**src/hdl/euler_yxz_view_matrix_macros.svh**
```systemverilog
// Assertion macros shared by the view matrix RTL.
// Depends on nothing; included by modules that carry assertions.
`ifndef EULER_YXZ_VIEW_MATRIX_MACROS_SVH
`define EULER_YXZ_VIEW_MATRIX_MACROS_SVH
`ifndef SYNTHESIS
`define EVM_ASSERT_IMPL(label, clk, rst_n, ante, cons) \
  label: assert property (@(posedge clk) disable iff (!rst_n) (ante) |-> (cons)) \
    else $error("assertion failed");
`define EVM_ASSERT_NEXT(label, clk, rst_n, ante, cons) \
  label: assert property (@(posedge clk) disable iff (!rst_n) (ante) |=> (cons)) \
    else $error("assertion failed");
`else
`define EVM_ASSERT_IMPL(label, clk, rst_n, ante, cons)
`define EVM_ASSERT_NEXT(label, clk, rst_n, ante, cons)
`endif
`endif

```
**src/hdl/evm_pkg.sv**
```systemverilog
// Package for the Euler Y-X-Z view matrix: payload types, CORDIC constants and
// rounding helpers. Depends on nothing.
package evm_pkg;

  localparam int CORDIC_STAGES = 14;
  localparam int ATAN_ENTRIES  = 24;
  localparam int CS            = (CORDIC_STAGES < ATAN_ENTRIES) ? CORDIC_STAGES : ATAN_ENTRIES;
  localparam int CW            = 36;

  localparam logic signed [CW-1:0] GAIN_Q30    = 36'sd652032874;
  localparam logic signed [CW-1:0] HALF_PI_Q30 = 36'sd1686629713;
  localparam logic signed [CW-1:0] PI_Q30      = 36'sd3373259426;

  localparam logic signed [CW-1:0] ATAN_Q30 [ATAN_ENTRIES] = '{
    36'sd843314856, 36'sd497837829, 36'sd263043836, 36'sd133525158,
    36'sd67021686, 36'sd33543515, 36'sd16775850, 36'sd8388437,
    36'sd4194282, 36'sd2097149, 36'sd1048575, 36'sd524287,
    36'sd262143, 36'sd131071, 36'sd65535, 36'sd32767,
    36'sd16383, 36'sd8191, 36'sd4095, 36'sd2047,
    36'sd1023, 36'sd511, 36'sd255, 36'sd127
  };

  typedef struct packed {
    logic signed [31:0] pos_x;
    logic signed [31:0] pos_y;
    logic signed [31:0] pos_z;
    logic signed [15:0] angle_x;
    logic signed [15:0] angle_y;
    logic signed [15:0] angle_z;
  } evm_in_t;

  typedef struct packed {
    logic signed [15:0] u_x;
    logic signed [15:0] u_y;
    logic signed [15:0] u_z;
    logic signed [15:0] v_x;
    logic signed [15:0] v_y;
    logic signed [15:0] v_z;
    logic signed [15:0] w_x;
    logic signed [15:0] w_y;
    logic signed [15:0] w_z;
    logic signed [31:0] trans_u;
    logic signed [31:0] trans_v;
    logic signed [31:0] trans_w;
  } evm_out_t;

  // CORDIC iteration state for one angle.
  typedef struct packed {
    logic signed [CW-1:0] x;
    logic signed [CW-1:0] y;
    logic signed [CW-1:0] z;
    logic                 flip;
  } evm_cordic_t;

  // Round a 64-bit value right by k (half up) and clamp to [-16384, 16384].
  function automatic logic signed [15:0] q14_round(input logic signed [63:0] v,
                                                   input int k);
    logic signed [63:0] r;
    begin
      r = (v + (64'sd1 <<< (k - 1))) >>> k;
      if (r > 64'sd16384) q14_round = 16'sd16384;
      else if (r < -64'sd16384) q14_round = -16'sd16384;
      else q14_round = r[15:0];
    end
  endfunction

endpackage

```
**src/hdl/evm_cordic.sv**
```systemverilog
// Unrolled, pipelined rotation-mode CORDIC giving Q1.14 sine and cosine.
// Depends on evm_pkg; one register stage per iteration, advancing on en.
module evm_cordic
  import evm_pkg::*;
(
  input  logic               clk,
  input  logic               en,
  input  logic signed [15:0] angle,
  output logic signed [15:0] sin_q14,
  output logic signed [15:0] cos_q14
);

  evm_cordic_t st_r [CS+1];
  evm_cordic_t st_nxt [CS+1];
  logic signed [15:0] s_r, c_r;
  logic signed [15:0] s_nxt, c_nxt;
  logic signed [CW-1:0] z0;

  always_comb begin
    z0 = CW'(angle) <<< 17;
    st_nxt[0].x = GAIN_Q30;
    st_nxt[0].y = '0;
    if (z0 > HALF_PI_Q30) begin
      st_nxt[0].z = z0 - PI_Q30;
      st_nxt[0].flip = 1'b1;
    end else if (z0 < -HALF_PI_Q30) begin
      st_nxt[0].z = z0 + PI_Q30;
      st_nxt[0].flip = 1'b1;
    end else begin
      st_nxt[0].z = z0;
      st_nxt[0].flip = 1'b0;
    end
  end

  for (genvar i = 0; i < CS; i++) begin : g_it
    always_comb begin
      st_nxt[i+1].flip = st_r[i].flip;
      if (!st_r[i].z[CW-1]) begin
        st_nxt[i+1].x = st_r[i].x - (st_r[i].y >>> i);
        st_nxt[i+1].y = st_r[i].y + (st_r[i].x >>> i);
        st_nxt[i+1].z = st_r[i].z - ATAN_Q30[i];
      end else begin
        st_nxt[i+1].x = st_r[i].x + (st_r[i].y >>> i);
        st_nxt[i+1].y = st_r[i].y - (st_r[i].x >>> i);
        st_nxt[i+1].z = st_r[i].z + ATAN_Q30[i];
      end
    end
  end

  always_comb begin
    c_nxt = q14_round(64'(st_r[CS].x), 16);
    s_nxt = q14_round(64'(st_r[CS].y), 16);
    if (st_r[CS].flip) begin
      c_nxt = -c_nxt;
      s_nxt = -s_nxt;
    end
  end

  always_ff @(posedge clk) begin
    if (en) begin
      for (int i = 0; i <= CS; i++) st_r[i] <= (i == 0) ? st_nxt[0] : st_nxt[i];
      s_r <= s_nxt;
      c_r <= c_nxt;
    end
  end

  assign sin_q14 = s_r;
  assign cos_q14 = c_r;

endmodule

```
**config.mk**
```make
export PLATFORM = sky130hd
export DESIGN_NAME = evm_cordic
export DESIGN_NICKNAME = d
export VERILOG_FILES = /design/src/hdl/euler_yxz_view_matrix_macros.svh /design/src/hdl/evm_pkg.sv /design/src/hdl/evm_cordic.sv
export SDC_FILE = /design/constraint.sdc
export NUM_CORES = 2
export LEC_CHECK = 0
export BUFFER_PORTS_ARGS = -buffer_cell sky130_fd_sc_hd__buf_2
export CORE_MARGIN = 4
export CORE_UTILIZATION = 55
export CTS_BUF_LIST = sky130_fd_sc_hd__clkbuf_4
export CTS_CLUSTER_SIZE = 12
export DETAILED_ROUTE_END_ITERATION = 10
export GPL_TIMING_DRIVEN = 0
export PLACE_DENSITY = 0.8
export SYNTH_ARGS = -nofsm -noshare
export SYNTH_HDL_FRONTEND = slang
export SYNTH_SLANG_ARGS = --single-unit
```
**constraint.sdc**
```tcl
create_clock -name clk -period 5.4 [get_ports clk]
set_input_delay 0.81 -clock clk [delete_from_list [all_inputs] [get_ports clk]]
set_output_delay 0.81 -clock clk [all_outputs]
set_load 0.01 [all_outputs]
```
## After elaboration in Yosys (flattened, before gate mapping)

Memory sizes are Yosys's and may differ from the RTL's.
Index checks and enable logic that the tools add are counted.
W data, S select, Z words.

- Register bits: 32
- Logic and storage cells: 122
- Output and inout bits: 32
- Memories kept: 1
- Input bits: 18
- RAM bits: 1635

Memory list:

| name | depth | width | rd ports | clocked after memory_dff | write ports | RTL line | RTL |
|---|---|---|---|---|---|---|---|
| st_r | 15 | 109 | 15 | 0 | 15 | evm_cordic.sv:13 | `evm_cordic_t st_r [CS+1];` |

- Multiplexer cells: 24
- Add/subtract/negate cells: 89
- Magnitude comparators: 6

Operators with widths:

| cell | count |
|---|---|
| $mux W108 | 14 |
| $mux W16 | 6 |
| $add A36 B17 Y37 const B | 2 |
| $mux W37 | 2 |
| $add A36 B23 Y36 | 2 |
| $add A36 B24 Y36 | 2 |
| $add A36 B25 Y36 | 2 |
| $add A36 B26 Y36 | 2 |
| $add A36 B27 Y36 | 2 |
| $add A36 B28 Y36 | 2 |
| $add A36 B29 Y36 | 2 |
| $add A36 B30 Y36 | 2 |
| $add A36 B31 Y36 | 2 |
| $add A36 B32 Y36 | 2 |
| $add A36 B33 Y36 | 2 |
| $add A36 B34 Y36 | 2 |
| $add A36 B35 Y36 | 2 |
| $sub A36 B23 Y36 | 2 |
| $sub A36 B24 Y36 | 2 |
| $sub A36 B25 Y36 | 2 |
| $sub A36 B26 Y36 | 2 |
| $sub A36 B27 Y36 | 2 |
| $sub A36 B28 Y36 | 2 |
| $sub A36 B29 Y36 | 2 |
| other kinds (44) | 55 |

## Logic depth before layout (Yosys ltp)

An unclocked memory read counts as a cell.

- Word-level depth: 7
- Depth in mapped cells: 23
- Gate-level depth less buffers: 22

## Worst setup path before layout

Ideal clock, no wire load.

- Path type: reg2reg
- From: mem st_r[1][86] in the netlist's numbering
- To: mem st_r[1][180] in the netlist's numbering (data pin)
- Setup slack: 0.518 ns
- Data arrival time: 4.625 ns
- Cell stages (with the launch flop): 18
- Cells stage by stage: edfxtp_1 -> or4_1 -> or3_1 -> or4_1 -> nor4_2 -> a21oi_1 -> xnor2_1 -> ha_1 -> nor2b_1 -> o21ai_0 -> a211oi_1 -> a2111oi_0 -> a21oi_1 -> o41a_1 -> a211o_1 -> a21o_1 -> a21oi_1 -> xnor2_1

RTL lines:

| item | RTL line |
|---|---|
| start: declaration | evm_cordic.sv:13 |

==> load_flow_metrics.sql <==
INSERT INTO impl_metrics (metric_group, metric, value, unit) VALUES
('logic_synthesis', 'area_fraction_in_compound_gates_after_synthesis', '20.0', '%'),
('logic_synthesis', 'synthAdderAreaFrac', '14.7', '%'),
('sta', 'finalCriticalPeriod', '5.30', 'ns'),
('logic_synthesis', 'synth_simple_gate_area_share', '13.7', '%'),
('placed_design', 'place_congestion', '0.957', ''),
('routing', 'via_count', '95852', ''),
('sta', 'slew-limit-headroom', '22.2', '%'),
('sta', 'hold_ws', '0.391', 'ns'),
('final_layout', 'final_area', '125000', 'um2'),
('clocking', 'clockBufferDepth', '4', ''),
('hold_path', 'timing.hold.worst_path_depth', '3', ''),
('floorplan', 'die_h', '466', 'um'),
('placed_design', 'post-dp-hpwl', '239000', 'um'),
('setup_path', 'worstPathMaxFanout', '11', ''),
('clocking', 'clock_tree.htree_level_count', '5', ''),
('setup_path', 'setup.worst_path.start_class', 'register', ''),
('setup_path', 'reg2reg_to', 'st_r[1][325]$_DFFE_PP_', ''),
('sta', 'max_freq', '189', 'MHz'),
('logic_synthesis', 'netlist_area_before_placement', '116000', 'um2'),
('routing', 'finalWirelength', '306000', 'um'),
('routing', 'drc_errors', '0', ''),
('routing', 'detail_route.wl_per_cell', '19.5', 'um'),
('floorplan', 'full_die_area', '217000', 'um2'),
('logic_synthesis', 'yosys-top-cells-area', 'sky130_fd_sc_hd__edfxtp_1 35%, sky130_fd_sc_hd__ha_1 14%, sky130_fd_sc_hd__xnor2_1 8.5%, sky130_fd_sc_hd__a21oi_1 5.7%, sky130_fd_sc_hd__xor2_1 4.7%', ''),
('sta', 'postLayoutSetupSlackWorst', '0.0995', 'ns'),
('sta', 'worst_clock_skew', '0.103', 'ns'),
('logic_synthesis', 'async_flop_share', '0', '%'),
('final_layout', 'fraction_of_final_layout_cells_with_drive_strength_greater_than_1', '7.54', '%'),
('global_routing', 'first_global_vias', '92478', ''),
('final_layout', 'most-common-layout-cells', '1,363 x sky130_fd_sc_hd__edfxtp_1, 1,298 x sky130_fd_sc_hd__a21oi_1, 1,298 x sky130_fd_sc_hd__ha_1', ''),
('clocking', 'cts.sink_count', '1363', ''),
('logic_synthesis', 'synth_area_in_xor_xnor', '13.2', '%'),
('floorplan', 'die-width', '466', 'um'),
('floorplan', 'core_area', '208000', 'um2'),
('hold_path', 'min_delay_worst_endpoint', 'st_r[0][32]$_DFFE_PP_', ''),
('setup_path', 'reg2regPathDepth', '15', ''),
('clocking', 'cts_root_buffer', 'sky130_fd_sc_hd__clkbuf_4', ''),
('hold_path', 'min_path_type', 'in2reg', ''),
('outcome', 'run_status', 'complete, no violations', ''),
('placed_design', 'io_buffer_count', '44', ''),
('setup_path', 'critical_path.slowest_cell', 'sky130_fd_sc_hd__edfxtp_1', ''),
('routing', 'tritonroute_pass_1_iters', '6', ''),
('global_routing', 'globalRouteOverflowTotal', '0', ''),
('logic_synthesis', 'ys_dominant_reg_cell', 'sky130_fd_sc_hd__edfxtp_1', ''),
('setup_path', 'worst-r2r-setup-slack', '0.1', 'ns'),
('logic_synthesis', 'syn_avg_cell_area', '9.52', 'um2'),
('clocking', 'cts_buffers', '382', ''),
('setup_path', 'endpoint_kind', 'register', ''),
('setup_path', 'crit_path_max_incr_delay', '0.56', 'ns'),
('logic_synthesis', 'synth_enable_flop_cells', '1363', ''),
('logic_synthesis', 'synth.area.mux_share', '0.753', '%'),
('sta', 'finalMaxSlewViolations', '0', ''),
('logic_synthesis', 'main_combinational_cell_family_by_area_after_synthesis', 'compound AO/OA/AOI/OAI gates', ''),
('final_layout', 'fin_nets', '13984', ''),
('logic_synthesis', 'synthCells', '12140', ''),
('placed_design', 'dpl_worst_slack', '-2.01', 'ns'),
('final_layout', 'area_delta_synth_final', '8.45', '%'),
('routing', 'drt.antenna.violating_nets', '0', ''),
('floorplan', 'initial_core_util', '55.6', '%'),
('global_routing', 'grt_usage', '27.1', '%'),
('clocking', 'clock_latency', '1.40', 'ns'),
('final_layout', 'n_fill_cell', '17474', ''),
('final_layout', 'register_area', '40900', 'um2'),
('routing', 'detail_route.vias_per_cell', '6.11', ''),
('floorplan', 'io_pins', '50', ''),
('sta', 'timing.final.crit_share', '98.2', '%'),
('flow_run', 'cap_violations', '0', ''),
('logic_synthesis', 'synth-seq-cells', '1363', ''),
('global_routing', 'grt_first_pass_wirelength', '484000', 'um'),
('final_layout', 'multiInputGateArea', '72600', 'um2'),
('logic_synthesis', 'seq_area_frac_synth', '35.4', '%');
==> flip-flops by register name (all words and copies together), names as in the netlist <==
signal,cells
st_r,1331
cos_q14,16
sin_q14,16
==> worst max path at each step <==
stage	endpoint	depth (start not counted)	from
3_3_place_gp	cos_q14[10]$_DFFE_PP_	1	en
2_1_floorplan	st_r[1][180]$_DFFE_PP_	17	st_r[1][86]$_DFFE_PP_
4_1_cts	st_r[1][397]$_DFFE_PP_	18	st_r[1][305]$_DFFE_PP_
3_5_place_dp	st_r[0][399]$_DFFE_PP_	17	st_r[0][254]$_DFFE_PP_
5_1_grt	st_r[1][617]$_DFFE_PP_	21	st_r[1][521]$_DFFE_PP_
6_report	st_r[1][325]$_DFFE_PP_	15	st_r[1][145]$_DFFE_PP_
==> per-stage QoR <==
step	util [%]	cells	setup TNS, ns
4_1_cts	59.9	15662	0
3_5_place_dp	57.5	14980	-149.08
3_3_place_gp	57.3	14972	-
5_1_grt	60.3	15686	-0.324
6_report	60.3	15686	0
2_1_floorplan	-	12140	0
==> synthesized netlist by cell type, types with 139 or more instances <==
library cell and n:
sky130_fd_sc_hd__xnor2_1 1123, sky130_fd_sc_hd__o21ai_0 606, sky130_fd_sc_hd__o21a_1 236, sky130_fd_sc_hd__xor2_1 614
sky130_fd_sc_hd__a21oi_1 1306, sky130_fd_sc_hd__a21o_1 563, sky130_fd_sc_hd__edfxtp_1 1363, sky130_fd_sc_hd__nor2b_1 142
sky130_fd_sc_hd__nand2b_1 203, sky130_fd_sc_hd__o21bai_1 139, sky130_fd_sc_hd__nand2_1 653, sky130_fd_sc_hd__nor2_1 1121
sky130_fd_sc_hd__inv_1 496, sky130_fd_sc_hd__ha_1 1298, sky130_fd_sc_hd__nor3_1 341, sky130_fd_sc_hd__nand3_1 210
==> routing by layer <==
layer,vias up,wire [um],GRT usage [%]
li1,46224,-,-
met1,45584,132000,35.7
met2,3376,143000,45.4
met3,666,20600,3.98
met4,2,11200,9.98
met5,-,16,0
==> logic make-up (layout without fill, tap and decap cells) <==
logic type,after synthesis,count (layout)
other,1,9
flip-flops,1363,1363
AND/OR/NAND/NOR,3295,3295
adder cells (fa/ha/maj),1333,1333
XOR/XNOR,1737,1737
buffers and inverters,682,1432
multiplexers,81,81
AO/OA/AOI/OAI,3648,3648
==> what timing repair did <==
item                       4_1_cts  5_1_grt
buffers inserted                19       17
pin swaps                        0        7
gates resized for setup         59      123
cloned                           2        4
setup endpoints to repair      336      116
hold buffers                    23        0
hold endpoints to repair        98        0
==> final cells by class <==
class	instances	area share [%]
inverters	502	1.53
clock inverters	130	0.561
flip-flops and latches	1363	32.7
diodes	8	0.0160
repair buffers	111	0.820
repair inverters	6	0.0240
clock buffers	511	3.06
well taps	2788	2.78
multi-input cells	10095	58.0
plain buffers	172	0.572
==> critical path: cells and delay by family (launching register included) <==
kind | cells | cell delay [ns]
XOR/XNOR | 1 | 0.16
multiplexers | 1 | 0.44
flip-flops | 1 | 0.56
AND/OR/NAND/NOR | 1 | 0.28
adder cells (fa/ha/maj) | 1 | 0.46
buffers and inverters | 2 | 0.77
AO/OA/AOI/OAI | 9 | 2.30
Power is left out: the tool's default activity adds up to more than one toggle a clock period on the data nets, which glitch-free logic cannot reach.
